## src/sv/tcw_pkg.sv

```systemverilog
// Shared constants, types and helpers of the text console writer.
`default_nettype none

package tcw_pkg;

    localparam int COLUMNS = 80;
    localparam int ROWS    = 25;
    localparam int CELLS   = COLUMNS * ROWS;

    localparam int ADDR_W      = $clog2(CELLS);
    localparam int COL_W       = 7;
    localparam int ROW_W       = 5;
    localparam int CHAR_W      = 8;
    localparam int ATTR_W      = 8;
    localparam int CELL_W      = CHAR_W + ATTR_W;
    localparam int CURSOR_W    = 11;
    localparam int MODE_W      = 2;
    localparam int CFG_INDEX_W = 8;

    localparam int QUEUE_DEPTH = 2;
    localparam int QPTR_W      = (QUEUE_DEPTH > 1) ? $clog2(QUEUE_DEPTH) : 1;
    localparam int QCNT_W      = $clog2(QUEUE_DEPTH + 1);

    localparam logic [CHAR_W-1:0] CH_NEWLINE = 8'd10;
    localparam logic [CHAR_W-1:0] CH_SPACE   = 8'd32;
    localparam logic [CHAR_W-1:0] CH_ERROR   = 8'd69;

    localparam logic [MODE_W-1:0] MODE_PRINT_CURSOR = 2'd0;
    localparam logic [MODE_W-1:0] MODE_PRINT_POS    = 2'd1;
    localparam logic [MODE_W-1:0] MODE_CLEAR        = 2'd2;
    localparam logic [MODE_W-1:0] MODE_READ         = 2'd3;

    localparam logic [CFG_INDEX_W-1:0] CFG_DEFAULT_ATTR = 8'd0;
    localparam logic [CFG_INDEX_W-1:0] CFG_ERROR_ATTR   = 8'd1;

    localparam logic [ATTR_W-1:0] DEFAULT_ATTR_RESET = 8'd15;
    localparam logic [ATTR_W-1:0] ERROR_ATTR_RESET   = 8'd244;

    typedef enum logic [2:0] {
        CMD_PRINT,
        CMD_MARK_ERROR,
        CMD_CLEAR,
        CMD_READ,
        CMD_READ_ERROR
    } cmd_kind_t;

    typedef struct packed {
        cmd_kind_t          kind;
        logic               at_cursor;
        logic               newline;
        logic [CHAR_W-1:0]  char_code;
        logic [ATTR_W-1:0]  attribute;
        logic [COL_W-1:0]   column;
        logic [ROW_W-1:0]   row;
    } cmd_t;

    typedef struct packed {
        logic [ATTR_W-1:0] default_attr;
        logic [ATTR_W-1:0] error_attr;
    } cfg_t;

    function automatic logic [ADDR_W-1:0] cell_of(input logic [ROW_W-1:0] row,
                                                  input logic [COL_W-1:0] col);
        return ADDR_W'(ADDR_W'(row) * ADDR_W'(COLUMNS)) + ADDR_W'(col);
    endfunction

endpackage

`default_nettype wire

```

## src/sv/tcw_queue.sv

```systemverilog
// Short command queue between the front end and the back end.
`default_nettype none

module tcw_queue (
    input  wire logic          aclk,
    input  wire logic          aresetn,
    input  wire logic          push,
    input  wire tcw_pkg::cmd_t push_cmd,
    output logic               in_ready,
    input  wire logic          pop,
    output logic               out_valid,
    output tcw_pkg::cmd_t      out_cmd
);

    tcw_pkg::cmd_t                entries [tcw_pkg::QUEUE_DEPTH];
    logic [tcw_pkg::QPTR_W-1:0]   wr_ptr_reg;
    logic [tcw_pkg::QPTR_W-1:0]   rd_ptr_reg;
    logic [tcw_pkg::QCNT_W-1:0]   count_reg;
    logic [tcw_pkg::QCNT_W-1:0]   count_next;
    logic                         do_push;
    logic                         do_pop;

    function automatic logic [tcw_pkg::QPTR_W-1:0] ptr_inc(
        input logic [tcw_pkg::QPTR_W-1:0] p);
        return (p == tcw_pkg::QPTR_W'(tcw_pkg::QUEUE_DEPTH - 1)) ? '0
                                                                : p + 1'b1;
    endfunction

    assign in_ready  = (count_reg != tcw_pkg::QCNT_W'(tcw_pkg::QUEUE_DEPTH));
    assign out_valid = (count_reg != '0);
    assign out_cmd   = entries[rd_ptr_reg];
    assign do_push   = push && in_ready;
    assign do_pop    = pop && out_valid;

    always_comb begin
        count_next = count_reg;
        if (do_push && !do_pop) begin
            count_next = count_reg + 1'b1;
        end else if (do_pop && !do_push) begin
            count_next = count_reg - 1'b1;
        end
    end

    always_ff @(posedge aclk) begin
        if (!aresetn) begin
            wr_ptr_reg <= '0;
            rd_ptr_reg <= '0;
            count_reg  <= '0;
        end else begin
            count_reg <= count_next;
            if (do_push) begin
                wr_ptr_reg <= ptr_inc(wr_ptr_reg);
            end
            if (do_pop) begin
                rd_ptr_reg <= ptr_inc(rd_ptr_reg);
            end
        end
    end

    always_ff @(posedge aclk) begin
        if (do_push) begin
            entries[wr_ptr_reg] <= push_cmd;
        end
    end

endmodule

`default_nettype wire

```

## config.mk

```make
export PLATFORM = sky130hd
export DESIGN_NAME = tcw_queue
export DESIGN_NICKNAME = d
export VERILOG_FILES = /design/src/sv/tcw_pkg.sv /design/src/sv/tcw_queue.sv
export SDC_FILE = /design/constraint.sdc
export NUM_CORES = 1
export LEC_CHECK = 0
export ABC_CLOCK_PERIOD_IN_PS = 2500
export BUFFER_PORTS_ARGS = -buffer_cell sky130_fd_sc_hd__buf_4
export CORE_MARGIN = 2
export CORE_UTILIZATION = 40
export DETAILED_ROUTE_END_ITERATION = 8
export PLACE_DENSITY = 0.68
export RECOVER_POWER = 50
export SETUP_SLACK_MARGIN = 0.02
export SYNTH_ARGS = -nofsm -noshare
export SYNTH_HDL_FRONTEND = slang
export SYNTH_SLANG_ARGS = --single-unit
```

## constraint.sdc

```tcl
create_clock -name aclk -period 2.5 [get_ports aclk]
set_input_delay 0.25 -clock aclk [delete_from_list [all_inputs] [get_ports aclk]]
set_output_delay 0.25 -clock aclk [all_outputs]
set_load 0.03 [all_outputs]
```

==> flow_summary.toml <==
[logic_synthesis]
synth_largest_area_cell = "edfxtp_1"
ys_ff_latch = 71
syn_inst = 127
syn_area_sq_um = 2620
synth_cell_types = 19
yosysWarnings = 0
ys_top_cells_by_area = "edfxtp_1, mux2_2, dfxtp_1, and2_1, buf_2"
syn_nets = 165
yosysTopAreaCellShare = 0.758
synth_seq_area_share = 0.796
avgSynthCellArea_sq_um = 20.6

[worst_setup_path]
endpoint_kind = "output pin"
cp.required_ns = 2.25
cp_top_family = "flip-flops"
crit_buf_inv = 2
r2r_cells = 3
r2r_setup_slack_ns = 0.63
arrival_ns = 1.74
critPathKind = "reg2out"
rr_endpoint = "entries[1][8]"
worstPathCellList = "buf_12 > mux2_2 > buf_4"
slowest_delay_ns = 0.60
r2r_start = "count_reg[0]"
crit_path_start_kind = "register"
cp_slowest_cell = "dfxtp_1"
critPathMaxFanout = 25

[pwr]
ir_worst_vdd_mv = 0.661
power_leakage_nw = 1.22
powerDensity_nw_per_um2 = 1050

[finish]
drive_above_1_share = 0.498
design_area_sq_um = 3360
layout.cells.non_filler = 290
final_common_cell = "edfxtp_1"
layout_common_cells = "edfxtp_1, buf_4, mux2_2, clkbuf_4, clkbuf_1"
diodes = 0
largest_reg_flops = 66
areaGrowthSynthToFinish_pct = 28.6
nets = 246

[global_route]
grt_use_total = 0.135
overflow = 0
antenna_found_initial = 0
grt_pass1_wl_microns = 7070
first_global_vias = 1431
grt_start_max_net_pins = 34

[placement]
dpl.cell_count = 274
post_dp_cell_area_sq_um = 3260
dp_hpwl_microns = 2960
pre_cts_ws_ns = 0.838
io_buffers = 71
routabilityCongestion = 0.648

[timing]
rsz0062_at_grt = "no"
period_share = 0.795
fmax_mhz = 503
setup_slack_ns = 0.514
finalSetupViolCount = 0
worst_pin_slew_ns = 0.898
fin_crit_ns = 1.99
finalClockSkew_ns = 0.00907
slew_violations = 0
relSlewSlack = 0.401
final-hold-violation-count = 0
tns_ns = 0

[cts]
clkSlewWorstSetupHoldPaths_ns = 0.07
clock_latency_ns = 0.34
cts_buffer_depth = 2
cts.sinks = 71
cts_hold_buf = 0
postCtsSetupBuffers = 0
cts_tree = "done"
cts_resized = 0
cts_root_buf = "clkbuf_8"
cts_max_level = 3
numCtsBuffers = 9

[min_path]
whs_path_depth = 1
min_from = "push_cmd[14]"
whs_endpoint = "entries[1][14]"
hp-class = "in2reg"

[route]
wl_met2_microns = 2300
drt-vias-per-instance = 4.72
wl_per_cell_microns = 15.6
vias = 1369
drt_iter0_drc = 44
drc = 0
dr_wl_met3_microns = 281
wl_met1_microns = 1900
dr.max_layer_used = "met4"
detail-route-antenna-nets = 0
first_pass_iters = 4
wl_microns = 4530

[flow_run]
maxCapViolCount = 0

[die]
die_h_microns = 84.9
core_area_sq_um = 6350
dieArea_sq_um = 7200
fp-row-count = 29
die_w_microns = 84.9
start_util = 0.412
io_pins = 72

[run_status]
status = "completed"
-- logic make-up (layout without fill, tap and decap cells) --
| logic type | count (synthesis) | after routing | synth area share |
|---|---|---|---|
| multiplexers | 33 | 33 | 0.142 |
| flip-flops | 71 | 71 | 0.796 |
| buffers and inverters | 5 | 91 | 0.00909 |
| adder cells (fa/ha/maj) | 1 | 1 | 0.00478 |
| AO/OA/AOI/OAI | 5 | 5 | 0.0134 |
| XOR/XNOR | 3 | 3 | 0.0100 |
| AND/OR/NAND/NOR | 9 | 9 | 0.0249 |
-- cell type report --
cell class                      count  area (sq um)
Tap cell                           77          96.3
Fill cell                         544          2990
Timing Repair Buffer               74           502
Multi-Input combinational cell     51           503
Clock buffer                       12           155
Inverter                            1          3.75
Clock inverter                      4          21.3
Sequential cell                    71          2080
-- cells in the mapped netlist, drive strengths merged --
library cell / n
xnor2: 2
o21ai: 2
mux2: 33
inv: 1
buf: 4
a21boi: 2
or3: 1
nand2b: 1
ha: 1
edfxtp: 66
xor2: 1
nand3b: 1
and3: 1
and2: 4
or2: 1
dfxtp: 5
a21bo: 1
-- through the flow --
step | total power, W | hold WS (ns) | util
after detailed placement | 0.00283 | 0.438 | 0.513
final | 0.00354 | 0.114 | 0.530
after floorplan | 0.00239 | 0.349 | -
after global routing | 0.00371 | 0.0895 | 0.530
after CTS | 0.00363 | 0.0726 | 0.541
after global placement | 0.00282 | 0.436 | 0.513
-- per-layer routing --
metal	global-route usage	up-vias
met5	0	-
met4	0.0476	0
met3	0.0691	4
met2	0.218	46
met1	0.156	664
li1	-	655
-- worst register-to-register path: cells and delay by family (launching register included) --
family	cells	cell delay, ns
and+or+nand+nor	2	0.38
DFF	1	0.41
buffers and inverters	1	0.69
-- worst max path at each step --
stage                            start            end  cells after the start
final                         register    out_cmd[13]                      3
after global placement        register    out_cmd[12]                      3
after detailed placement      register    out_cmd[12]                      3
after floorplan           count_reg[0]  entries[1][0]                      2
after global routing          register    out_cmd[12]                      3
after CTS                     register    out_cmd[12]                      3
-- where the power goes --
group          internal, W  switching (W)  leakage, nW
clock             0.000407       0.000384       0.0898
combinational     0.000499       0.000689        0.473
sequential         0.00149      0.0000674        0.658
No activity file was read; power rests on OpenSTA's default activity.
