<file path="config.mk">
export PLATFORM = sky130hd
export DESIGN_NAME = tcw_front
export DESIGN_NICKNAME = d
export VERILOG_FILES = /design/src/sv/tcw_pkg.sv /design/src/sv/tcw_front.sv
export SDC_FILE = /design/constraint.sdc
export NUM_CORES = 1
export LEC_CHECK = 0
export BUFFER_PORTS_ARGS = -buffer_cell sky130_fd_sc_hd__buf_4
export CAP_MARGIN = 20
export CORE_MARGIN = 4
export CORE_UTILIZATION = 40
export CTS_BUF_LIST = sky130_fd_sc_hd__clkbuf_8 sky130_fd_sc_hd__clkbuf_16
export DETAILED_ROUTE_END_ITERATION = 12
export GPL_TIMING_DRIVEN = 0
export PLACE_DENSITY = 0.78
export SLEW_MARGIN = 20
export SYNTH_ARGS = -nofsm -noshare
export SYNTH_HDL_FRONTEND = slang
export SYNTH_SLANG_ARGS = --single-unit
</file>
<file path="constraint.sdc">
create_clock -name aclk -period 2.14 [get_ports aclk]
set_input_delay 0.642 -clock aclk [delete_from_list [all_inputs] [get_ports aclk]]
set_output_delay 0.642 -clock aclk [all_outputs]
set_load 0.05 [all_outputs]
</file>
<file path="src/sv/tcw_pkg.sv">
// Shared constants, types and helpers of the text console writer.
`default_nettype none

package tcw_pkg;

    localparam int COLUMNS = 80;
    localparam int ROWS    = 25;
    localparam int CELLS   = COLUMNS * ROWS;

    localparam int ADDR_W      = $clog2(CELLS);
    localparam int COL_W       = 7;
    localparam int ROW_W       = 5;
    localparam int CHAR_W      = 8;
    localparam int ATTR_W      = 8;
    localparam int CELL_W      = CHAR_W + ATTR_W;
    localparam int CURSOR_W    = 11;
    localparam int MODE_W      = 2;
    localparam int CFG_INDEX_W = 8;

    localparam int QUEUE_DEPTH = 2;
    localparam int QPTR_W      = (QUEUE_DEPTH > 1) ? $clog2(QUEUE_DEPTH) : 1;
    localparam int QCNT_W      = $clog2(QUEUE_DEPTH + 1);

    localparam logic [CHAR_W-1:0] CH_NEWLINE = 8'd10;
    localparam logic [CHAR_W-1:0] CH_SPACE   = 8'd32;
    localparam logic [CHAR_W-1:0] CH_ERROR   = 8'd69;

    localparam logic [MODE_W-1:0] MODE_PRINT_CURSOR = 2'd0;
    localparam logic [MODE_W-1:0] MODE_PRINT_POS    = 2'd1;
    localparam logic [MODE_W-1:0] MODE_CLEAR        = 2'd2;
    localparam logic [MODE_W-1:0] MODE_READ         = 2'd3;

    localparam logic [CFG_INDEX_W-1:0] CFG_DEFAULT_ATTR = 8'd0;
    localparam logic [CFG_INDEX_W-1:0] CFG_ERROR_ATTR   = 8'd1;

    localparam logic [ATTR_W-1:0] DEFAULT_ATTR_RESET = 8'd15;
    localparam logic [ATTR_W-1:0] ERROR_ATTR_RESET   = 8'd244;

    typedef enum logic [2:0] {
        CMD_PRINT,
        CMD_MARK_ERROR,
        CMD_CLEAR,
        CMD_READ,
        CMD_READ_ERROR
    } cmd_kind_t;

    typedef struct packed {
        cmd_kind_t          kind;
        logic               at_cursor;
        logic               newline;
        logic [CHAR_W-1:0]  char_code;
        logic [ATTR_W-1:0]  attribute;
        logic [COL_W-1:0]   column;
        logic [ROW_W-1:0]   row;
    } cmd_t;

    typedef struct packed {
        logic [ATTR_W-1:0] default_attr;
        logic [ATTR_W-1:0] error_attr;
    } cfg_t;

    function automatic logic [ADDR_W-1:0] cell_of(input logic [ROW_W-1:0] row,
                                                  input logic [COL_W-1:0] col);
        return ADDR_W'(ADDR_W'(row) * ADDR_W'(COLUMNS)) + ADDR_W'(col);
    endfunction

endpackage

`default_nettype wire

</file>
<file path="src/sv/tcw_front.sv">
// Front end: accept items, classify them into commands, hand them to the queue.
`default_nettype none

module tcw_front (
    input  wire logic                            aclk,
    input  wire logic                            aresetn,
    input  wire logic                            s_valid,
    output logic                                 s_ready,
    input  wire logic [tcw_pkg::MODE_W-1:0]      s_mode,
    input  wire logic [tcw_pkg::CHAR_W-1:0]      s_char_code,
    input  wire logic [tcw_pkg::ATTR_W-1:0]      s_attribute,
    input  wire logic [tcw_pkg::COL_W-1:0]       s_column,
    input  wire logic [tcw_pkg::ROW_W-1:0]       s_row_index,
    input  wire tcw_pkg::cfg_t                   cfg,
    input  wire logic                            init_done,
    input  wire logic                            q_in_ready,
    output logic                                 push,
    output tcw_pkg::cmd_t                        push_cmd
);

    logic          cmd_valid_reg;
    tcw_pkg::cmd_t cmd_reg;
    tcw_pkg::cmd_t cmd_next;
    logic          in_range;

    assign in_range = (s_column < tcw_pkg::COL_W'(tcw_pkg::COLUMNS)) &&
                      (s_row_index < tcw_pkg::ROW_W'(tcw_pkg::ROWS));

    always_comb begin
        cmd_next.at_cursor = 1'b0;
        cmd_next.newline   = (s_char_code == tcw_pkg::CH_NEWLINE);
        cmd_next.char_code = s_char_code;
        cmd_next.attribute = (s_attribute == '0) ? cfg.default_attr : s_attribute;
        cmd_next.column    = s_column;
        cmd_next.row       = s_row_index;
        unique case (s_mode)
            tcw_pkg::MODE_PRINT_CURSOR: begin
                cmd_next.kind      = tcw_pkg::CMD_PRINT;
                cmd_next.at_cursor = 1'b1;
            end
            tcw_pkg::MODE_PRINT_POS: begin
                cmd_next.kind = in_range ? tcw_pkg::CMD_PRINT : tcw_pkg::CMD_MARK_ERROR;
            end
            tcw_pkg::MODE_CLEAR: begin
                cmd_next.kind = tcw_pkg::CMD_CLEAR;
            end
            tcw_pkg::MODE_READ: begin
                cmd_next.kind = in_range ? tcw_pkg::CMD_READ : tcw_pkg::CMD_READ_ERROR;
            end
        endcase
    end

    assign push     = cmd_valid_reg && q_in_ready;
    assign push_cmd = cmd_reg;
    assign s_ready  = init_done && (!cmd_valid_reg || q_in_ready);

    always_ff @(posedge aclk) begin
        if (!aresetn) begin
            cmd_valid_reg <= 1'b0;
        end else if (s_valid && s_ready) begin
            cmd_valid_reg <= 1'b1;
        end else if (push) begin
            cmd_valid_reg <= 1'b0;
        end
    end

    always_ff @(posedge aclk) begin
        if (s_valid && s_ready) begin
            cmd_reg <= cmd_next;
        end
    end

endmodule

`default_nettype wire

</file>
==> results of run 1 <==
critical path, stage by stage:
cell and delay (ps):
buf_4 110, nand2b_1 150, and2_1 160, buf_4 180
logic make-up (layout without fill, tap and decap cells):
kind of cell	Yosys count	after routing
buffers and inverters	0	84
and+or+nand+nor	17	17
muxes	1	1
DFF	34	34
AOI/OAI and AO/OA	12	12
how the worst min path moves through the flow:
stage / from / slack, ps / to / depth (start not counted)
global route: s_column[3] / 530 / push_cmd[8] / 1
finish: cmd_valid_reg / 520 / cmd_valid_reg / 2
global placement: cmd_valid_reg / 490 / cmd_valid_reg / 2
floorplan: cmd_valid_reg / 480 / cmd_valid_reg / 2
CTS: cmd_valid_reg / 530 / cmd_valid_reg / 2
detailed placement: cmd_valid_reg / 520 / cmd_valid_reg / 2
report_power, final:
part / internal (mW) / switching [mW]
registers: 0.766 / 0.00773
logic: 0.0958 / 0.149
clock network: 0.218 / 0.204
synthesized netlist by cell type:
cell	number	area, um2
nor3_4	1	16.27
a21boi_0	2	15.01
or4_1	1	7.510
a21o_1	8	60.06
mux2i_1	1	10.01
edfxtp_1	33	991.0
nand2b_1	2	12.51
nand2_1	3	11.26
dfxtp_1	1	20.02
o311ai_0	1	8.760
or4_4	1	11.26
and3_1	2	12.51
nor2_1	3	11.26
nand4bb_1	1	11.26
o21ai_0	1	5.000
and2_1	2	12.51
or3_1	1	6.260
cell type report:
class	count	area share, %
timing repair buffer	77	30.12
clock inverter	2	0.5215
sequential	34	52.67
tap	31	2.021
clock buffer	5	3.585
multi-input combinational	30	11.08
metal layers:
layer	track usage, %	share of wire, %
met5	0	0
met4	8.895	3.0
met3	6.217	12
met2	23.06	49
met1	14.25	36
stage by stage:
step	util (%)	cell area [um2]
floorplan	-	1222
global placement	65.02	1839
detailed placement	65.06	1841
CTS	67.85	1919
global route	67.85	1919
finish	67.85	1919
==> results by group, run 1 <==
Synthesis
  – Seq/Total Area, Yosys: 82.70%
  – Simple-gate share of the synthesized area: 9.212%
  – Synthesized flop and latch total: 34
  – Synth cell types: 17
  – Synth Area in Adders: 0%
  – Avg Inst Size Synth: 19.10 um2
  – Synth warn: 0
  – Syn_nets: 115
  – Main combinational cell family by area after synthesis: simple AND/OR/NAND/NOR gates
  – Mux cell area share after synthesis: 0.8188%
  – Synth Instances: 64
  – Post-synthesis xor/xnor area fraction: 0%
  – Netlist area before placement: 1222 um2
  – Compound-Gate Fraction of Synth Area: 7.267%

Power and ir drop
  – Max VDD drop: 418.2 uV
  – Cell Pwr Density: 750.4 nW/um2
  – P_leak: 0.8459 nW
  – Total power: 1.440 mW

Floorplanning
  – Top Ports: 86
  – Row count: 19
  – Die W: 63.28 um
  – Die Y: 63.28 um
  – Core Region: 2829 um2
  – Initial Util: 43.21%
  – Die ar.: 4004 um2

Status
  – Status: complete, no violations

Routing
  – Wirelength per Cell: 15.22 um
  – Vias per inst: 4.944
  – Residual DRC: 0
  – DRT Pass-1 Iters: 4
  – Initial DRC count: 21
  – Via count: 885
  – Post-route ant nets: 0
  – Final WL: 2.724 mm

Timing
  – Worst hold slack: 522.1 ps
  – Final WS setup: 252.2 ps
  – RSZ-0062 raised after global routing: no
  – Worst slew pin tran: 702.0 ps
  – Fmax: 529.7 MHz
  – Final clock skew: 2.560 ps
  – Final Hold Vio Count: 0
  – Period utilization: 88.22%
  – Final setup vio count: 0
  – Setup TNS: 0 ps
  – Minimum clock period: 1888 ps
  – Slew Viols, Final: 0
  – Slew HR: 53.20%

Place
  – Final GP Congestion: 0.7383
  – Final HPWL DP: 2.173 mm
  – Place WS: 225.0 ps
  – Port bufs: 77
  – DP Cell Count: 172

CTS
  – Post-cts sizing count: 0
  – Max Buffers Root-to-Sink: 2
  – Root Driver: clkbuf_8
  – Clock latency on the worst-skew pair: 270 ps
  – CTS Buf Count: 5
  – Post-CTS Setup Bufs: 0
  – CTS tree: yes
  – Clock slew at reported path FFs: 60 ps
  – Cts hold-fix bufs: 0
  – H-Tree Depth: 2
  – Clock sink count: 34

Layout
  – FF/Latch Area: 1011 um2
  – Number of flip-flops in the largest register: 33
  – Footprint of the multi-input gates: 212.7 um2
  – Most common cell after layout, fill and taps aside: buf_4
  – N_diodes: 0
  – FILL cells: 192
  – Final Non-Filler Cells: 179
  – Area grow syn2layout: 57.01%
  – Share of layout cells above drive strength 1: 58.78%
  – # nets final: 199
  – Commonest non-fill, non-tap cells in the layout: buf_4 (77), edfxtp_1 (33), a21o_1 (8)

Worst setup path
  – Worst Path Max Fanout: 3
  – Worst setup startpoint: q_in_ready
  – Crit path launch type: input pin
  – Timing endpoint of the critical path: s_ready
  – Crit path DAT: 1250 ps
  – CP Class: in2out
  – Worst Path Required: 1500 ps
  – Startpoint of the worst register-to-register path: cmd_valid_reg
  – R2R depth: 2
  – FF-to-FF End: push_cmd[16]
  – Endpoint class of the critical path: primary output
  – R2R setup slack: 710 ps

Flow run
  – Max Cap Viol: 0

Global route
  – Largest net degree at the start of global routing: 34
  – Grt ovf: 0
  – Initial antenna violation count: 0
  – Via count of the first global-routing pass: 905
  – GRT Resource Usage Total: 13.93%
  – First-pass GRT wire length: 4.153 mm

Worst hold path
  – Worst Hold Class: reg2reg
Power figures use the tool's default switching activity.
==> run 2, diff against run 1 <==
Settings changed: CORE_MARGIN 4 to 2.
==> run 2 against run 1 <==
Compared with the run above:
- wire length fell by 3.8%
- clock power rose by 3%
- non-clock buffer count stayed put
- first-iteration DRC count is 9.5% higher
- sequential power hardly changed
- final area is 0.26% higher
- combinational power barely moved
- clock skew barely moved
- hold slack improved by 3.6 ps
- global-route usage up 2.1 points
- critical path depth unchanged
- die area shrank 12%
- highest routed layer unchanged
==> results by group, run 2 (synthesized netlist as in run 1, its figures left out) <==
Status
  – Status: complete, no violations

CTS
  – Clock latency on the worst-skew pair: 280 ps (about the same)
  – Clock slew at reported path FFs: 60 ps (about the same)
  – CTS Buf Count: 5 (unchanged)
  – Root Driver: clkbuf_8
  – Cts hold-fix bufs: 0 (unchanged)
  – H-Tree Depth: 2 (unchanged)
  – Post-cts sizing count: 0 (unchanged)
  – Post-CTS Setup Bufs: 0 (unchanged)
  – Max Buffers Root-to-Sink: 2 (unchanged)
  – Clock sink count: 34 (unchanged)
  – CTS tree: yes

Power and ir drop
  – P_leak: 0.8489 nW (+0.35%)
  – Cell Pwr Density: 754.4 nW/um2 (+0.53%)
  – Max VDD drop: 361.8 uV (-13%)

Floorplanning
  – Core Region: 2978 um2 (+5.3%)
  – Die ar.: 3514 um2 (-12%)
  – Die Y: 59.28 um (-6.3%)
  – Initial Util: 41.05% (-2.2 points)
  – Row count: 20 (+1)
  – Die W: 59.28 um (-6.3%)
  – Top Ports: 86 (unchanged)

Routing
  – Via count: 887 (+0.23%)
  – Vias per inst: 4.874 (-1.4%)
  – Initial DRC count: 23 (+9.5%)
  – Post-route ant nets: 0 (unchanged)
  – Residual DRC: 0 (unchanged)
  – Wirelength per Cell: 14.40 um (-5.4%)
  – DRT Pass-1 Iters: 4 (unchanged)
  – Final WL: 2.621 mm (-3.8%)

Worst setup path
  – Crit path DAT: 1250 ps (about the same)
  – CP Class: in2out
  – Endpoint class of the critical path: primary output
  – Crit path launch type: input pin
  – R2R depth: 2 (unchanged)
  – Worst Path Required: 1500 ps (about the same)
  – Worst Path Max Fanout: 3 (unchanged)

Global route
  – Grt ovf: 0 (unchanged)
  – GRT Resource Usage Total: 15.99% (+2.1 points)
  – Largest net degree at the start of global routing: 34 (unchanged)
  – Via count of the first global-routing pass: 887 (-2.0%)
  – First-pass GRT wire length: 4.002 mm (-3.6%)
  – Initial antenna violation count: 0 (unchanged)

Place
  – DP Cell Count: 174 (+1.2%)
  – Place WS: 201.7 ps (-23.30 ps)
  – Port bufs: 77 (unchanged)
  – Final GP Congestion: 0.7044 (-4.6%)

Timing
  – Slew HR: 51.60% (-1.6 points)
  – Final clock skew: 2.695 ps (+0.1352 ps)
  – Minimum clock period: 1890 ps (+2.106 ps)
  – Worst hold slack: 525.7 ps (+3.620 ps)
  – Final WS setup: 250.1 ps (-2.106 ps)
  – Worst slew pin tran: 725.9 ps (+23.98 ps)
  – Slew Viols, Final: 0 (unchanged)
  – RSZ-0062 raised after global routing: no
  – Period utilization: 88.32% (+0.098 points)
  – Final setup vio count: 0 (unchanged)
  – Final Hold Vio Count: 0 (unchanged)
  – Fmax: 529.1 MHz (-0.11%)

Layout
  – # nets final: 199 (unchanged)
  – FF/Latch Area: 1011 um2 (unchanged)
  – Area grow syn2layout: 57.42%
  – Most common cell after layout, fill and taps aside: buf_4
  – Footprint of the multi-input gates: 212.7 um2 (unchanged)
  – Share of layout cells above drive strength 1: 57.72% (-1.1 points)
  – Commonest non-fill, non-tap cells in the layout: buf_4 (77), edfxtp_1 (33), a21o_1 (8)
  – Number of flip-flops in the largest register: 33 (unchanged)
  – FILL cells: 207 (+7.8%)
  – Final Non-Filler Cells: 182 (+1.7%)
  – N_diodes: 0 (unchanged)

Flow run
  – Max Cap Viol: 0 (unchanged)

Worst hold path
  – Hold Path Depth: 2 (unchanged)
  – Worst Hold Class: reg2reg
-- run 2: final cells by class --
class                   instances  area share, %
flip-flops and latches         34          52.54
repair buffers                 77          30.04
multi-input cells              30          11.05
clock buffers                   5          3.576
well taps                      33          2.146
clock inverters                 3         0.6502
-- run 2: per-stage QoR --
stage               TNS, ps  util [%]  total power [mW]  cell area (um2)
global route              0     64.62             1.515             1924
CTS                       0     64.62             1.467             1924
detailed placement        0     61.89             1.034             1843
global placement      -5537     61.85             1.029             1842
floorplan                 0         -            0.9190             1222
finish                    0     64.62             1.452             1924
-- run 2: routing by layer --
layer | global-route usage [%] | vias to the layer above | share of wire, %
li1 | - | 420 | -
met5 | 0 | - | 0
met1 | 17.08 | 410 | 37
met2 | 26.37 | 52 | 49
met4 | 7.792 | 0 | 1.9
met3 | 7.642 | 5 | 13
-- run 2: report_power, final --
group,internal (mW),switching (mW),leakage [nW]
Sequential,0.766,0.00761,0.317
Combinational,0.0958,0.149,0.486
Clock,0.218,0.215,0.0468
-- run 2: worst paths after layout --
path	startpoint	slack, ps	end
min reg2reg	cmd_valid_reg	530	cmd_valid_reg
min	cmd_valid_reg	530	cmd_valid_reg
max reg2reg	cmd_valid_reg	690	push_cmd[5]
max	q_in_ready	250	s_ready
-- run 2: critical path, cell delays in order --
cell      delay [ps]
buf_4            110
nand2b_1         150
and2_1           160
buf_4            180
==> run 3, diff against run 2 <==
Settings changed: CELL_PAD_IN_SITES_DETAIL_PLACEMENT set to 0, CELL_PAD_IN_SITES_GLOBAL_PLACEMENT set to 1, CORE_UTILIZATION 40 to 30, PLACE_DENSITY 0.78 to not set, PLACE_DENSITY_LB_ADDON set to 0.1, RECOVER_POWER set to 25.
==> run 3 against run 2 <==
Compared with the run above:
- utilization is 16 points lower
- via count is 2.1% lower
- wire length is 0.42% higher
- flip-flop and latch count unchanged
- clock power about the same
- hold slack better by 16 ps
- critical path type unchanged
- critical endpoint unchanged
- highest routed layer unchanged
==> results by group, run 3 (synthesized netlist as in run 1, its figures left out) <==
Power and ir drop
  – Max VDD drop: 277.1 uV (-23%)
  – P_leak: 0.8315 nW (-2.1%)
  – Sw frac: 25.59% (about the same)
  – Reg power frac: 53.5% (+0.2 points)
  – Comb power frac: 16.7% (-0.2 points)
  – Power Internal: 1.075 mW (-0.47%)
  – Switching pwr: 0.3696 mW (-0.52%)
  – Clock share of power: 29.8% (about the same)
  – Cell Pwr Density: 745.9 nW/um2 (-1.1%)

Status
  – Status: complete, no violations

Worst setup path
  – Critical Path Stages: 4 (unchanged)
  – CP delay by family, top: simple AND/OR/NAND/NOR gates
  – FF-to-FF End: push_cmd[22]
  – Crit path DAT: 1250 ps (about the same)
  – Worst Path Max Fanout: 3 (unchanged)
  – Timing endpoint of the critical path: s_ready
  – CP Class: in2out
  – Endpoint class of the critical path: primary output
  – R2R setup slack: 660 ps (-30 ps)
  – Worst setup startpoint: q_in_ready
  – Worst Path Required: 1500 ps (about the same)
  – Crit path cell chain: clkbuf_4 -> nand2b_1 -> and2_1 -> buf_4
  – Crit path buf inv count: 2 (unchanged)
  – Largest stage delay on the critical path: 180 ps (about the same)
  – Crit-path slowest cell: buf_4
  – Startpoint of the worst register-to-register path: cmd_valid_reg
  – Crit path launch type: input pin
  – R2R depth: 2 (unchanged)

Layout
  – N_diodes: 0 (unchanged)
  – Final Non-Filler Cells: 199 (+9.3%)
  – Most common cell after layout, fill and taps aside: buf_4
  – FILL cells: 375 (+81%)
  – Share of layout cells above drive strength 1: 55.70% (-2.0 points)
  – Area grow syn2layout: 58.44%
  – # nets final: 199 (unchanged)
  – Commonest non-fill, non-tap cells in the layout: buf_4 (55), edfxtp_1 (33), clkbuf_4 (20)
  – Number of flip-flops in the largest register: 33 (unchanged)
  – Fin area: 1937 um2 (+0.65%)

CTS
  – Cts hold-fix bufs: 0 (unchanged)
  – H-Tree Depth: 2 (unchanged)
  – Post-cts sizing count: 0 (unchanged)
  – Max Buffers Root-to-Sink: 2 (unchanged)
  – Clock sink count: 34 (unchanged)
  – Root Driver: clkbuf_8
  – CTS Buf Count: 5 (unchanged)
  – CTS tree: yes
  – Clock slew at reported path FFs: 70 ps (about the same)
  – Clock latency on the worst-skew pair: 280 ps (about the same)
  – Post-CTS Setup Bufs: 0 (unchanged)

Timing
  – Worst hold slack: 541.7 ps (+16.02 ps)
  – Final clock skew: 4.965 ps (+2.269 ps)
  – Final WS setup: 251.5 ps (+1.422 ps)
  – Slew Viols, Final: 0 (unchanged)
  – RSZ-0062 raised after global routing: no
  – Minimum clock period: 1889 ps (-1.422 ps)
  – Worst slew pin tran: 743.6 ps (+17.62 ps)
  – Period utilization: 88.25% (about the same)
  – Final Hold Vio Count: 0 (unchanged)
  – Final setup vio count: 0 (unchanged)
  – Slew HR: 50.43% (-1.2 points)
  – Fmax: 529.5 MHz (about the same)

Floorplanning
  – Die W: 67.84 um (+14%)
  – Top Ports: 86 (unchanged)
  – Core Region: 3971 um2 (+33%)
  – Row count: 23 (+15%)
  – Die ar.: 4602 um2 (+31%)
  – Initial Util: 30.78% (-10 points)
  – Die Y: 67.84 um (+14%)

Global route
  – First-pass GRT wire length: 3.857 mm (-3.6%)
  – Grt met1 use: 12.30% (-4.8 points)
  – Met3 Usage GRT: 3.454% (-4.2 points)
  – Largest net degree at the start of global routing: 34 (unchanged)
  – GRT Resource Usage Total: 12.01% (-4.0 points)
  – Met2 Resource Use GR: 21.45% (-4.9 points)
  – Busiest grt layer: met2
  – Via count of the first global-routing pass: 851 (-4.1%)
  – Grt ovf: 0 (unchanged)
  – Initial antenna violation count: 0 (unchanged)

Place
  – Place WS: 165.7 ps (-36.01 ps)
  – Final HPWL DP: 1.990 mm
  – Port bufs: 77 (unchanged)
  – Final GP Congestion: 0.6647 (-5.6%)
  – Cell Area, Placed: 1864 um2 (+1.2%)
  – DP Cell Count: 191 (+9.8%)

Worst hold path
  – Worst Hold Class: reg2reg

Routing
  – Initial DRC count: 32 (+39%)
  – Via count: 868 (-2.1%)
  – Wirelength per Cell: 13.23 um (-8.2%)
  – DRT Pass-1 Iters: 2 (-2)
  – Vias per inst: 4.362 (-11%)
  – Residual DRC: 0 (unchanged)
  – Final WL: 2.632 mm (+0.42%)
  – Post-route ant nets: 0 (unchanged)

Flow run
  – Max Cap Viol: 0 (unchanged)
-- run 3: cell count changes in the layout (fill, tap and decap cells not counted) --
cell and change:
clkinv_1 +2, clkbuf_4 +20, inv_1 -1, clkinv_2 -1
buf_4 -22, clkbuf_1 +2
-- run 3: how the worst min path moves through the flow --
stage | to | slack (ps) | cells after the start | start
after global placement | cmd_valid_reg | 500 | 2 | cmd_valid_reg
after detailed placement | cmd_valid_reg | 530 | 2 | cmd_valid_reg
final | cmd_valid_reg | 540 | 2 | cmd_valid_reg
after floorplan | cmd_valid_reg | 480 | 2 | cmd_valid_reg
after CTS | push_cmd[6] | 530 | 1 | s_column[1]
after global routing | push_cmd[8] | 550 | 1 | s_column[3]
-- run 3: power by group through the flow --
stage | combinational, mW | sequential [mW] | clock [mW]
6_report | 0.241 | 0.773 | 0.430
5_1_grt | 0.255 | 0.776 | 0.475
4_1_cts | 0.248 | 0.773 | 0.450
3_5_place_dp | 0.247 | 0.788 | 0
3_3_place_gp | 0.244 | 0.788 | 0
2_1_floorplan | 0.0355 | 0.884 | 0
-- run 3: stage by stage --
| step | utilization [%] | total power [mW] | setup TNS (ps) |
|---|---|---|---|
| after floorplan | - | 0.9190 | 0 |
| after global placement | 46.91 | 1.031 | -8816 |
| after detailed placement | 46.94 | 1.035 | 0 |
| after CTS | 48.96 | 1.471 | 0 |
| after global routing | 48.77 | 1.505 | 0 |
| final | 48.77 | 1.445 | 0 |
-- run 3: layout make-up --
cell class	count	area, um2	area share [%]
clock buffer	5	68.82	3.553
sequential	34	1011	52.20
multi-input combinational	30	212.7	10.98
clock inverter	3	11.26	0.5814
tap	50	62.56	3.230
timing repair buffer	77	570.5	29.46
-- run 3: per-layer routing --
metal | vias up | share of wire, %
met2 | 37 | 54
met1 | 403 | 36
met5 | - | 0
li1 | 423 | -
met4 | 0 | 1.5
met3 | 5 | 8.3
-- run 3: tightest hold or removal path, stage by stage (launching register included) --
cell,delay (ps)
dfxtp_1,310
nand2b_1,90
a21boi_0,90
